### config.mk
export PLATFORM = sky130hd
export DESIGN_NAME = hsl_to_rgb_converter_flat
export DESIGN_NICKNAME = d
export VERILOG_FILES = /design/src/rtl/hsl2rgb_pkg.sv /design/src/rtl/hsl2rgb_if.sv /design/src/rtl/hsl_to_rgb_converter.sv /design/src/flat_wrapper.sv
export VERILOG_INCLUDE_DIRS = /design/src /design/src/rtl
export SDC_FILE = /design/constraint.sdc
export NUM_CORES = 2
export LEC_CHECK = 0
export ABC_AREA = 1
export BUFFER_PORTS_ARGS = -buffer_cell sky130_fd_sc_hd__buf_2
export CAP_MARGIN = 15
export CORE_ASPECT_RATIO = 1.5
export CORE_UTILIZATION = 40
export DETAILED_ROUTE_END_ITERATION = 10
export GPL_TIMING_DRIVEN = 0
export PLACE_DENSITY = 0.57
export SLEW_MARGIN = 20
export SYNTH_ARGS = -nofsm -noshare
export SYNTH_HDL_FRONTEND = slang
export SYNTH_SLANG_ARGS = --single-unit
### constraint.sdc
create_clock -name clk -period 9.7 [get_ports clk]
set_clock_uncertainty 0.1 [all_clocks]
set_input_delay 0.485 -clock clk [delete_from_list [all_inputs] [get_ports clk]]
set_output_delay 0.485 -clock clk [all_outputs]
set_load 0.005 [all_outputs]
### src/rtl/hsl_to_rgb_converter_macros.svh
// Assertion macros for the HSL to RGB converter.
// Depends on nothing; the using module must provide clk and arst_n.
`ifndef HSL_TO_RGB_CONVERTER_MACROS_SVH
`define HSL_TO_RGB_CONVERTER_MACROS_SVH
`ifndef SYNTH
// Checks that a condition holds at every clock edge outside reset.
`define HSL_ASSERT_ALWAYS(label, cond) \
	label: assert property (@(posedge clk) disable iff (!arst_n) (cond)) \
		else $error("hsl_to_rgb_converter: invariant violated");
// Checks that an antecedent is followed by a consequent in the next cycle.
`define HSL_ASSERT_NEXT(label, ante, cons) \
	label: assert property (@(posedge clk) disable iff (!arst_n) (ante) |=> (cons)) \
		else $error("hsl_to_rgb_converter: sequence violated");
`else
`define HSL_ASSERT_ALWAYS(label, cond)
`define HSL_ASSERT_NEXT(label, ante, cons)
`endif
`endif

### src/rtl/hsl2rgb_pkg.sv
// Package for the HSL to RGB converter: channel widths, channel indexes and
// the hue segment type. Depends on nothing.
package hsl2rgb_pkg;

	localparam int CHAN_W   = 8;
	localparam int NUM_CHAN = 3;

	localparam logic [CHAN_W-1:0] CHAN_MAX = 8'hFF;

	// Order of the colour channels in the per-channel arrays.
	localparam int CH_RED   = 0;
	localparam int CH_GREEN = 1;
	localparam int CH_BLUE  = 2;

	// Piece of the hue-to-channel function that a hue position falls in.
	typedef enum logic [1:0] {
		SEG_RISE,
		SEG_HIGH,
		SEG_FALL,
		SEG_LOW
	} seg_t;

endpackage

### src/rtl/hsl2rgb_if.sv
// Valid/ready channel interfaces for the HSL to RGB converter.
// Depends on hsl2rgb_pkg for the colour channel width.
interface hsl2rgb_in_if #(
	parameter int FRAC_BITS = 16
);
	logic                 valid;
	logic                 ready;
	logic [FRAC_BITS-1:0] hue;
	logic [FRAC_BITS:0]   saturation;
	logic [FRAC_BITS:0]   lightness;

	modport source (output valid, output hue, output saturation, output lightness,
		input ready);
	modport sink (input valid, input hue, input saturation, input lightness,
		output ready);
endinterface

interface hsl2rgb_out_if;
	import hsl2rgb_pkg::*;

	logic              valid;
	logic              ready;
	logic [CHAN_W-1:0] red;
	logic [CHAN_W-1:0] green;
	logic [CHAN_W-1:0] blue;

	modport source (output valid, output red, output green, output blue, input ready);
	modport sink (input valid, input red, input green, input blue, output ready);
endinterface

### src/rtl/hsl_to_rgb_converter.sv
// HSL to RGB colour converter, a six-stage pipeline taking one pixel per clock unless rgb stalls.
// Depends on hsl2rgb_pkg, the channel interfaces and the assertion macro header.
`include "hsl_to_rgb_converter_macros.svh"

// Usage
// The hsl channel carries one pixel per transaction: hue as an unsigned Q0.F
// fraction of a turn, saturation and lightness as unsigned Q1.F values where
// 2^F means 1.0 (F = FRAC_BITS). Values above 1.0 are treated as 1.0.
// The rgb channel returns one transaction per pixel with 8-bit red, green and
// blue, in the order the pixels arrived. Zero saturation gives grey without a
// separate path, since q and p then both equal the lightness.
// A transaction accepted at a rising edge passes through stages 1 to 6 in order,
// and its result shows as valid on rgb from the stage 6 register. Throughput is
// one pixel per clock while rgb does not stall; the figure is set by the multiply
// in the lightness-saturation stage, the one multiplier per channel in the hue
// ramp stage and the shift and subtract of the scale-to-255 stage.
// Every stage has its own valid bit and advances when it is empty or when the
// stage after it advances, so bubbles are squeezed out and the block keeps
// accepting while a finished result waits. When the receiver stalls with the
// pipeline full, hsl.ready drops and every stage holds its transaction.
// The asynchronous reset arst_n empties the pipeline; data registers are not
// reset, as their contents are ignored while the valid bits are low.
module hsl_to_rgb_converter #(
	parameter int FRAC_BITS = 16
) (
	input  logic                clk,
	input  logic                arst_n,
	hsl2rgb_in_if.sink          hsl,
	hsl2rgb_out_if.source       rgb
);
	import hsl2rgb_pkg::*;

	// Width of a Q1.F value and of the widened hue arithmetic.
	localparam int VW = FRAC_BITS + 1;
	localparam int XW = FRAC_BITS + 3;

	localparam logic [VW-1:0]        ONE_V  = {1'b1, {FRAC_BITS{1'b0}}};
	localparam logic [VW-1:0]        HALF_V = {2'b01, {(FRAC_BITS-1){1'b0}}};
	localparam logic [XW-1:0]        ONE_X  = {2'b00, 1'b1, {FRAC_BITS{1'b0}}};
	localparam logic [XW-1:0]        TWO_X  = ONE_X << 1;
	localparam logic [XW-1:0]        FOUR_X = ONE_X << 2;
	localparam logic [FRAC_BITS-1:0] THIRD  = FRAC_BITS'((2 ** FRAC_BITS) / 3);

	// Valid bits and per-stage advance enables.
	logic v_s1, v_s2, v_s3, v_s4, v_s5, v_s6;
	logic adv1, adv2, adv3, adv4, adv5, adv6;

	assign adv6 = !v_s6 || rgb.ready;
	assign adv5 = !v_s5 || adv6;
	assign adv4 = !v_s4 || adv5;
	assign adv3 = !v_s3 || adv4;
	assign adv2 = !v_s2 || adv3;
	assign adv1 = !v_s1 || adv2;

	assign hsl.ready = adv1;

	always_ff @(posedge clk or negedge arst_n) begin
		if (!arst_n) begin
			v_s1 <= 1'b0;
			v_s2 <= 1'b0;
			v_s3 <= 1'b0;
			v_s4 <= 1'b0;
			v_s5 <= 1'b0;
			v_s6 <= 1'b0;
		end else begin
			if (adv1) v_s1 <= hsl.valid;
			if (adv2) v_s2 <= v_s1;
			if (adv3) v_s3 <= v_s2;
			if (adv4) v_s4 <= v_s3;
			if (adv5) v_s5 <= v_s4;
			if (adv6) v_s6 <= v_s5;
		end
	end

	// Stage 1: clamp saturation and lightness to 1.0 and form l*s.
	logic [VW-1:0]        sat_c, lit_c;
	logic [2*VW-1:0]      ls_full;
	logic [FRAC_BITS-1:0] hue_s1;
	logic [VW-1:0]        sat_s1, lit_s1, ls_s1;

	always_comb begin
		sat_c   = (hsl.saturation > ONE_V) ? ONE_V : hsl.saturation;
		lit_c   = (hsl.lightness > ONE_V) ? ONE_V : hsl.lightness;
		ls_full = sat_c * lit_c;
	end

	always_ff @(posedge clk) begin
		if (adv1) begin
			hue_s1 <= hsl.hue;
			sat_s1 <= sat_c;
			lit_s1 <= lit_c;
			ls_s1  <= ls_full[FRAC_BITS +: VW];
		end
	end

	// Stage 2: q from lightness and saturation; hue positions, segments and
	// ramp factors for the three channels. For dark colours l*(1+s) equals
	// l + l*s exactly, since the l*1.0 part carries no fraction.
	logic [VW:0]          q_wide;
	logic [VW-1:0]        q_c;
	logic [FRAC_BITS-1:0] t_pos [NUM_CHAN];
	logic [XW-1:0]        six_t [NUM_CHAN];
	logic [XW-1:0]        three_t [NUM_CHAN];
	logic [XW-1:0]        fall_x [NUM_CHAN];
	seg_t                 seg_c [NUM_CHAN];
	logic [VW-1:0]        fac_c [NUM_CHAN];
	logic [VW-1:0]        lit_s2, q_s2;
	seg_t                 seg_s2 [NUM_CHAN];
	logic [VW-1:0]        fac_s2 [NUM_CHAN];

	always_comb begin
		if (lit_s1 < HALF_V) begin
			q_wide = {1'b0, lit_s1} + {1'b0, ls_s1};
		end else begin
			q_wide = {1'b0, lit_s1} + {1'b0, sat_s1} - {1'b0, ls_s1};
		end
		q_c = (q_wide > {1'b0, ONE_V}) ? ONE_V : q_wide[VW-1:0];

		t_pos[CH_RED]   = hue_s1 + THIRD;
		t_pos[CH_GREEN] = hue_s1;
		t_pos[CH_BLUE]  = hue_s1 - THIRD;

		for (int ch = 0; ch < NUM_CHAN; ch++) begin
			six_t[ch]   = {2'b00, t_pos[ch], 1'b0} + {1'b0, t_pos[ch], 2'b00};
			three_t[ch] = {3'b000, t_pos[ch]} + {2'b00, t_pos[ch], 1'b0};
			fall_x[ch]  = FOUR_X - six_t[ch];
			if (six_t[ch] < ONE_X) begin
				seg_c[ch] = SEG_RISE;
				fac_c[ch] = six_t[ch][VW-1:0];
			end else if (!t_pos[ch][FRAC_BITS-1]) begin
				seg_c[ch] = SEG_HIGH;
				fac_c[ch] = '0;
			end else if (three_t[ch] < TWO_X) begin
				seg_c[ch] = SEG_FALL;
				fac_c[ch] = fall_x[ch][VW-1:0];
			end else begin
				seg_c[ch] = SEG_LOW;
				fac_c[ch] = '0;
			end
		end
	end

	always_ff @(posedge clk) begin
		if (adv2) begin
			lit_s2 <= lit_s1;
			q_s2   <= q_c;
			seg_s2 <= seg_c;
			fac_s2 <= fac_c;
		end
	end

	// Stage 3: p = 2l - q, kept within [0, q], and the span d = q - p.
	logic [VW:0]   two_l;
	logic [VW:0]   p_wide;
	logic [VW-1:0] p_c;
	logic [VW-1:0] p_s3, q_s3, d_s3;
	seg_t          seg_s3 [NUM_CHAN];
	logic [VW-1:0] fac_s3 [NUM_CHAN];

	always_comb begin
		two_l  = {lit_s2, 1'b0};
		p_wide = (two_l > {1'b0, q_s2}) ? (two_l - {1'b0, q_s2}) : '0;
		p_c    = (p_wide > {1'b0, q_s2}) ? q_s2 : p_wide[VW-1:0];
	end

	always_ff @(posedge clk) begin
		if (adv3) begin
			p_s3   <= p_c;
			q_s3   <= q_s2;
			d_s3   <= q_s2 - p_c;
			seg_s3 <= seg_s2;
			fac_s3 <= fac_s2;
		end
	end

	// Stage 4: ramp products d * factor, one multiplier per channel.
	logic [VW-1:0]   p_s4, q_s4;
	logic [2*VW-1:0] ramp_s4 [NUM_CHAN];
	seg_t            seg_s4 [NUM_CHAN];

	always_ff @(posedge clk) begin
		if (adv4) begin
			p_s4   <= p_s3;
			q_s4   <= q_s3;
			seg_s4 <= seg_s3;
			for (int ch = 0; ch < NUM_CHAN; ch++) begin
				ramp_s4[ch] <= d_s3 * fac_s3[ch];
			end
		end
	end

	// Stage 5: pick the channel value for its segment.
	logic [VW:0]   ramp_sum [NUM_CHAN];
	logic [VW-1:0] val_c [NUM_CHAN];
	logic [VW-1:0] val_s5 [NUM_CHAN];

	always_comb begin
		for (int ch = 0; ch < NUM_CHAN; ch++) begin
			ramp_sum[ch] = {1'b0, p_s4} + ramp_s4[ch][2*VW-1:FRAC_BITS];
			case (seg_s4[ch])
				SEG_HIGH: val_c[ch] = q_s4;
				SEG_LOW:  val_c[ch] = p_s4;
				default:  val_c[ch] = ramp_sum[ch][VW-1:0];
			endcase
		end
	end

	always_ff @(posedge clk) begin
		if (adv5) begin
			val_s5 <= val_c;
		end
	end

	// Stage 6: scale by 255 with a shift and subtract, truncate and saturate.
	logic [VW+7:0]     scaled [NUM_CHAN];
	logic [CHAN_W:0]   chan_wide [NUM_CHAN];
	logic [CHAN_W-1:0] chan_c [NUM_CHAN];
	logic [CHAN_W-1:0] chan_s6 [NUM_CHAN];

	always_comb begin
		for (int ch = 0; ch < NUM_CHAN; ch++) begin
			scaled[ch]    = {val_s5[ch], 8'h00} - {8'h00, val_s5[ch]};
			chan_wide[ch] = scaled[ch][VW+7:FRAC_BITS];
			chan_c[ch]    = chan_wide[ch][CHAN_W] ? CHAN_MAX : chan_wide[ch][CHAN_W-1:0];
		end
	end

	always_ff @(posedge clk) begin
		if (adv6) begin
			chan_s6 <= chan_c;
		end
	end

	assign rgb.valid = v_s6;
	assign rgb.red   = chan_s6[CH_RED];
	assign rgb.green = chan_s6[CH_GREEN];
	assign rgb.blue  = chan_s6[CH_BLUE];

	// An accepted transaction always lands in the first stage.
	`HSL_ASSERT_NEXT(a_accept_fills_s1, hsl.valid && hsl.ready, v_s1)
	// The colour bounds hold whenever stage 3 carries a pixel.
	`HSL_ASSERT_ALWAYS(a_p_le_q, !v_s3 || (p_s3 <= q_s3 && q_s3 <= ONE_V))
	// A channel value never exceeds 1.0.
	`HSL_ASSERT_ALWAYS(a_val_range, !v_s5 || (val_s5[CH_RED] <= ONE_V &&
		val_s5[CH_GREEN] <= ONE_V && val_s5[CH_BLUE] <= ONE_V))
	// A blocked stage 4 keeps its pixel.
	`HSL_ASSERT_NEXT(a_stall_holds, v_s4 && !adv5, v_s4)

endmodule
### src/flat_wrapper.sv
// flat-port wrapper written by rule: the top's interface ports become plain ports
module hsl_to_rgb_converter_flat import hsl2rgb_pkg::*;
#(
	parameter int FRAC_BITS = 16
)
  (clk, arst_n, hsl_valid, hsl_hue, hsl_saturation, hsl_lightness, hsl_ready, rgb_valid, rgb_red, rgb_green, rgb_blue, rgb_ready);
  hsl2rgb_in_if #(.FRAC_BITS(FRAC_BITS)) hsl_i ();
  hsl2rgb_out_if rgb_i ();
  input  logic clk;
  input  logic arst_n;
  input wire logic [$bits(hsl_i.valid)-1:0] hsl_valid;
  input wire logic [$bits(hsl_i.hue)-1:0] hsl_hue;
  input wire logic [$bits(hsl_i.saturation)-1:0] hsl_saturation;
  input wire logic [$bits(hsl_i.lightness)-1:0] hsl_lightness;
  output wire logic [$bits(hsl_i.ready)-1:0] hsl_ready;
  output wire logic [$bits(rgb_i.valid)-1:0] rgb_valid;
  output wire logic [$bits(rgb_i.red)-1:0] rgb_red;
  output wire logic [$bits(rgb_i.green)-1:0] rgb_green;
  output wire logic [$bits(rgb_i.blue)-1:0] rgb_blue;
  input wire logic [$bits(rgb_i.ready)-1:0] rgb_ready;
  assign hsl_i.valid = hsl_valid;
  assign hsl_i.hue = hsl_hue;
  assign hsl_i.saturation = hsl_saturation;
  assign hsl_i.lightness = hsl_lightness;
  assign hsl_ready = hsl_i.ready;
  assign rgb_valid = rgb_i.valid;
  assign rgb_red = rgb_i.red;
  assign rgb_green = rgb_i.green;
  assign rgb_blue = rgb_i.blue;
  assign rgb_i.ready = rgb_ready;
  hsl_to_rgb_converter #(.FRAC_BITS(FRAC_BITS)) u_core (.clk(clk), .arst_n(arst_n), .hsl(hsl_i), .rgb(rgb_i));
endmodule
### After elaboration in Yosys (flattened, before gate mapping)

Memory sizes are Yosys's and may differ from the RTL's.
Cells that the tools add are included.

| word-level totals | value |
|---|---|
| register bits | 387 |
| memory bits (writable) | 102 |
| input port bits | 54 |
| output and inout bits | 26 |
| logic and storage cells | 129 |
| memories | 1 |

| cells by class | value |
|---|---|
| $add $sub $neg | 22 |
| multipliers | 4 |
| order comparisons | 12 |
| eq/ne operators | 6 |
| multiplexer cells | 25 |
| bitwise logic cells | 3 |
| reduce and logical (&&, ||, !) cells | 15 |

Memories:

| memory | depth | width | read ports | clocked after memory_dff | write ports | line | source |
|---|---|---|---|---|---|---|---|
| u_core.ramp_s4 | 3 | 34 | 3 | 0 | 3 | hsl_to_rgb_converter.sv:178 | `logic [2*VW-1:0] ramp_s4 [NUM_CHAN];` |

Operators by type and width:

| operator | count |
|---|---|
| 17-bit two-way mux | 12 |
| 17-bit by 17-bit multiplier with 34-bit output | 3 |
| 17-bit case mux with 2 select lines | 3 |
| 25-bit by 17-bit subtractor with 25-bit output | 3 |
| 17-bit by 18-bit adder with 19-bit output | 3 |
| 19-bit by 17-bit < comparator with 1-bit output, second input constant | 3 |
| 19-bit by 18-bit < comparator with 1-bit output, second input constant | 3 |
| 16-bit by 17-bit adder with 18-bit output | 3 |
| 17-bit adder | 3 |
| 1-bit by 17-bit subtractor with 17-bit output, first input constant | 3 |
| 17-bit by 17-bit adder with 18-bit output | 2 |
| 18-bit by 17-bit > comparator with 1-bit output | 2 |
| 18-bit two-way mux | 2 |
| 18-bit by 17-bit subtractor with 18-bit output | 2 |
| 17-bit > comparator, second input constant | 2 |
| 17-bit by 17-bit multiplier with 33-bit output | 1 |
| 18-bit by 17-bit > comparator with 1-bit output, second input constant | 1 |
| 17-bit by 16-bit < comparator with 1-bit output, second input constant | 1 |
| 17-bit subtractor | 1 |
| 16-bit by 15-bit adder with 16-bit output, second input constant | 1 |
| 16-bit by 15-bit subtractor with 16-bit output, second input constant | 1 |
| 1-bit two-way mux | 8 |
| 2-bit by 1-bit equality test with 1-bit output, second input constant | 3 |
| 2-bit equality test, second input constant | 3 |
| 4 further kinds | 18 |

### Logic depth before layout (Yosys ltp)

| depth | value |
|---|---|
| depth after elaboration | 7 |
| depth in mapped cells | 41 |
| mapped depth without buffers | 40 |

### Worst setup path after synthesis

No wires, ideal clock.

| timing | value |
|---|---|
| path type | input -> register |
| from | input rgb_ready |
| to | register u_core.fac_s2[10] in the netlist's numbering, enable pin |
| setup time | 442 ps |
| arrival time | 8319 ps |
| data required time | 9158 ps |
| setup slack | 839 ps |
| stages | 10 |
| buffers on the path | 0 |
| cells stage by stage | nor2_1 -> inv_1 -> nor2_1 -> inv_1 -> nor2_1 -> inv_1 -> nor2_1 -> inv_1 -> nor2_1 -> inv_1 |

| between the ends | value |
|---|---|
| word-level cells in the longest chain between the ends | 5 |

Ends and longest elaborated chain:

| element | line | source |
|---|---|---|
| start, declared | flat_wrapper.sv:20 | `input wire logic [$bits(rgb_i.ready)-1:0] rgb_ready;` |
| 1-bit logical OR | hsl_to_rgb_converter.sv:48 | `assign adv6 = !v_s6 \|\| rgb.ready;` |
| named net u_core.adv6 | hsl_to_rgb_converter.sv:46 | `logic adv1, adv2, adv3, adv4, adv5, adv6;` |
| 1-bit logical OR | hsl_to_rgb_converter.sv:49 | `assign adv5 = !v_s5 \|\| adv6;` |
| named net u_core.adv5 | hsl_to_rgb_converter.sv:46 |  |
| 1-bit logical OR | hsl_to_rgb_converter.sv:50 | `assign adv4 = !v_s4 \|\| adv5;` |
| named net u_core.adv4 | hsl_to_rgb_converter.sv:46 |  |
| 1-bit logical OR | hsl_to_rgb_converter.sv:51 | `assign adv3 = !v_s3 \|\| adv4;` |
| named net u_core.adv3 | hsl_to_rgb_converter.sv:46 |  |
| 1-bit logical OR | hsl_to_rgb_converter.sv:52 | `assign adv2 = !v_s2 \|\| adv3;` |
| named net u_core.adv2 | hsl_to_rgb_converter.sv:46 |  |
| end signal, assigned | hsl_to_rgb_converter.sv:148 | `fac_s2 <= fac_c;` |
| end, declared | hsl_to_rgb_converter.sv:109 | `logic [VW-1:0] fac_s2 [NUM_CHAN];` |

The timed path passes the listed nets, and every way through them passes these cells.
A chain may end at the register's enable or synchronous reset.

### Final worst setup path

| timing | value |
|---|---|
| from | input hsl_saturation[16] |
| to | register u_core.ls_s1[15] (data pin) |

| between the ends | value |
|---|---|
| word-level cells in the longest chain between the ends | 3 |

Ends and longest elaborated chain:

| element | line | source |
|---|---|---|
| start, declared | flat_wrapper.sv:13 | `input wire logic [$bits(hsl_i.saturation)-1:0] hsl_saturation;` |
| 17-bit > comparator | hsl_to_rgb_converter.sv:82 | `sat_c = (hsl.saturation > ONE_V) ? ONE_V : hsl.saturation;` |
| 17-bit two-way mux | hsl_to_rgb_converter.sv:82 |  |
| named net u_core.sat_c[6] | hsl_to_rgb_converter.sv:76 | `logic [VW-1:0] sat_c, lit_c;` |
| 17-bit by 17-bit multiplier with 33-bit output | hsl_to_rgb_converter.sv:84 | `ls_full = sat_c * lit_c;` |
| named net u_core.ls_full[31] | hsl_to_rgb_converter.sv:77 | `logic [2*VW-1:0] ls_full;` |
| end signal, assigned | hsl_to_rgb_converter.sv:92 | `ls_s1 <= ls_full[FRAC_BITS +: VW];` |
| end, declared | hsl_to_rgb_converter.sv:79 | `logic [VW-1:0] sat_s1, lit_s1, ls_s1;` |

The timed path passes the listed nets, and every way through them passes these cells.

==> results.yml <==
status:
  run_status: "finished, violations left"
  violations: "design-rule violations"
global_route:
  grt_pass1_wl_mm: 315
  antenna_found_initial: 6
  gr-total-overflow: 0
  grt_pass1_vias: 54287
  grt_max_degree: 77
  grt.total_usage: 0.257
synthesis:
  synth_flop_cell: "edfxtp_1"
  async_flop_share: 0.0139
  synth-edff-count: 426
  ys_types: 67
  ys_warn_count: 0
  syn-num-nets: 9563
  netlist_area_um2: 64700
  syn_area_per_cell_um2: 8.14
  syn_inst: 7955
  yosys_register_bits: 432
  ys_seq_area_frac: 0.200
timing:
  final_max_slew_viol_count: 0
  slew_headroom: 0.174
  fin_tns_setup_ns: 0
  finalHoldViolations: 0
  final-setup-viol-count: 0
  max_freq_mhz: 117
  finalCritPeriodShare: 0.879
  worst_pin_slew_ns: 1.24
  min_period_ns: 8.53
  rsz0062_at_grt: "false"
finish:
  stdcell_count: 10238
  area_delta_synth_final_pct: 7.58
  final_cell_mix: "inv_1, nand2_1, fa_1"
  post-route-util: 0.434
  drive_above_1_share: 0.0314
  layout_commonest_cell: "inv_1"
  nNetsFinal: 9713
worst_setup_path:
  worstSetupPathType: "in2reg"
  worstPathRequired_ns: 9.98
  end_kind: "register"
  worstPathArrival_ns: 8.80
  path_max_fanout: 10
  start_kind: "primary input"
routing:
  drcViolationCount: 4
  wl_per_cell_um: 20.3
  antenna_left: 0
  vias: 52150
  firstDrtPassIters: 9
  vias_per_cell: 5.09
  drt_iter0_drc: 3133
  routed_wl_mm: 208
flow_run:
  drv_cap: 0
place:
  dp_hpwl_mm: 178
  placedCellCount: 10131
  io_buffer_count: 78
  gp_congestion: 1.00
floorplan:
  die_area_um2: 163000
  io_pins: 80
  initial_core_util: 0.403
  die_height_um: 495
  core-area_um2: 161000
  die_x_um: 330
  fp-row-count: 180
clock_tree:
  cts_tree: "yes"
  cts_num_sinks: 432
  cts_buffers: 47
  cts.path.max_buffers: 3
  htree_levels: 2
  post_cts_buffers: 0
  cts_root_buf: "clkbuf_16"
  clkTransAtPathRegs_ns: 0.07
  clock_latency_ns: 0.63
worst_hold_path:
  hold_class: "in2async"
-- worst max-delay path: stages --
cell and delay [ns]:
clkbuf_1 0.70, nand2_1 0.34, buf_2 0.27, nand2_1 0.38, clkinv_1 0.63, nand2_1 0.25, fa_1 0.43, inv_1 0.08
fa_1 0.45, fa_1 0.57, fa_1 0.45, fa_1 0.51, inv_1 0.05, fa_1 0.48, inv_1 0.04, ha_1 0.38
nand2_1 0.21, nor4_1 0.85, o21ai_0 0.27, nand3_1 0.40, a21o_1 0.28, nand2_1 0.09, nand3_1 0.08, nand2_1 0.08
-- layout make-up --
cell class,instances,area [µm²]
clock buffers,52,1220
flip-flops and latches,432,12900
fillers,16160,90900
repair buffers,101,701
multi-input cells,5331,43500
clock inverters,33,339
inverters,1958,7360
diodes,4,10.0
well taps,2093,2620
plain buffers,234,942
-- state kept, by name, indices dropped and copies added (netlist names), 48 cells and up --
register        count
u_core.val_s5      51
u_core.fac_s2      48
u_core.fac_s3      48
u_core.ramp_s4     51
-- path summary, 6_finish.rpt --
kind / from / end / slack, ns / cells after the start
max in group asynchronous: arst_n / u_core.v_s4 / 9.22 / 2
worst max-delay path: hsl_saturation[16] / u_core.ls_s1[15] / 1.17 / 24
min in group clk: hsl_lightness[16] / u_core.lit_s1[16] / 0.22 / 2
worst min-delay path: arst_n / u_core.v_s1 / 0.11 / 2
worst max register to register: u_core.d_s3[6] / u_core.ramp_s4[0][28] / 1.27 / 21
worst min register to register: u_core.seg_s3[5] / u_core.seg_s4[5] / 0.31 / 0
-- per-layer routing --
layer	GRT usage	share of wire	up-vias	wire, µm
met3	0.0216	0.040	503	8260
li1	-	-	24670	-
met5	0	0.00012	-	26
met4	0.178	0.083	4	17300
met2	0.480	0.53	1509	109000
met1	0.268	0.35	25464	73300
-- metrics by stage --
stage | area [µm²] | hold slack [ns] | setup WS [ns]
2_1_floorplan | 64700 | 0.0894 | 0.839
6_report | 69600 | 0.111 | 1.17
3_5_place_dp | 67900 | 0.235 | 0.551
4_1_cts | 69600 | 0.0764 | 1.14
5_1_grt | 69600 | 0.127 | 1.06
3_3_place_gp | 67700 | 0.231 | -2.75
-- cell usage after synthesis (16+ instances only) --
cell type / number / area, µm²
edfxtp_1: 426 / 12800
nand2_1: 1872 / 7030
nand4_1: 67 / 419
o21bai_1: 31 / 233
clkbuf_1: 179 / 672
nand3b_1: 21 / 158
nor2_1: 476 / 1790
inv_1: 1937 / 7270
a21oi_1: 376 / 1880
o221ai_1: 41 / 359
a21o_1: 23 / 173
nand3_1: 246 / 1230
buf_1: 32 / 120
o21ai_0: 181 / 906
fa_1: 865 / 17300
xnor2_1: 54 / 473
ha_1: 689 / 8620
o21ai_1: 28 / 140
nor3_1: 52 / 260
xor2_1: 126 / 1100
buf_2: 16 / 80.1
nor4_1: 25 / 156
-- kinds of logic (layout without fill, tap and decap cells) --
kind of cell / Yosys count / after routing / share of synthesized area
fa+ha+maj: 1554 / 1554 / 0.401
flops: 432 / 432 / 0.200
xor+xnor: 185 / 185 / 0.0256
buf+inv: 2192 / 2378 / 0.128
simple gates: 2810 / 2810 / 0.176
mux: 2 / 2 / 0.000309
other cells: 0 / 4 / 0
compound gates: 780 / 780 / 0.0691
-- what timing repair did --
| item | in CTS | in global routing |
|---|---|---|
| hold buffers | 18 | 0 |
| gates resized for setup | 0 | 0 |
| hold endpoints to repair | 23 | 0 |
Power is left out: the tool's default activity adds up to more than one toggle a clock period on the data nets, which glitch-free logic cannot reach.
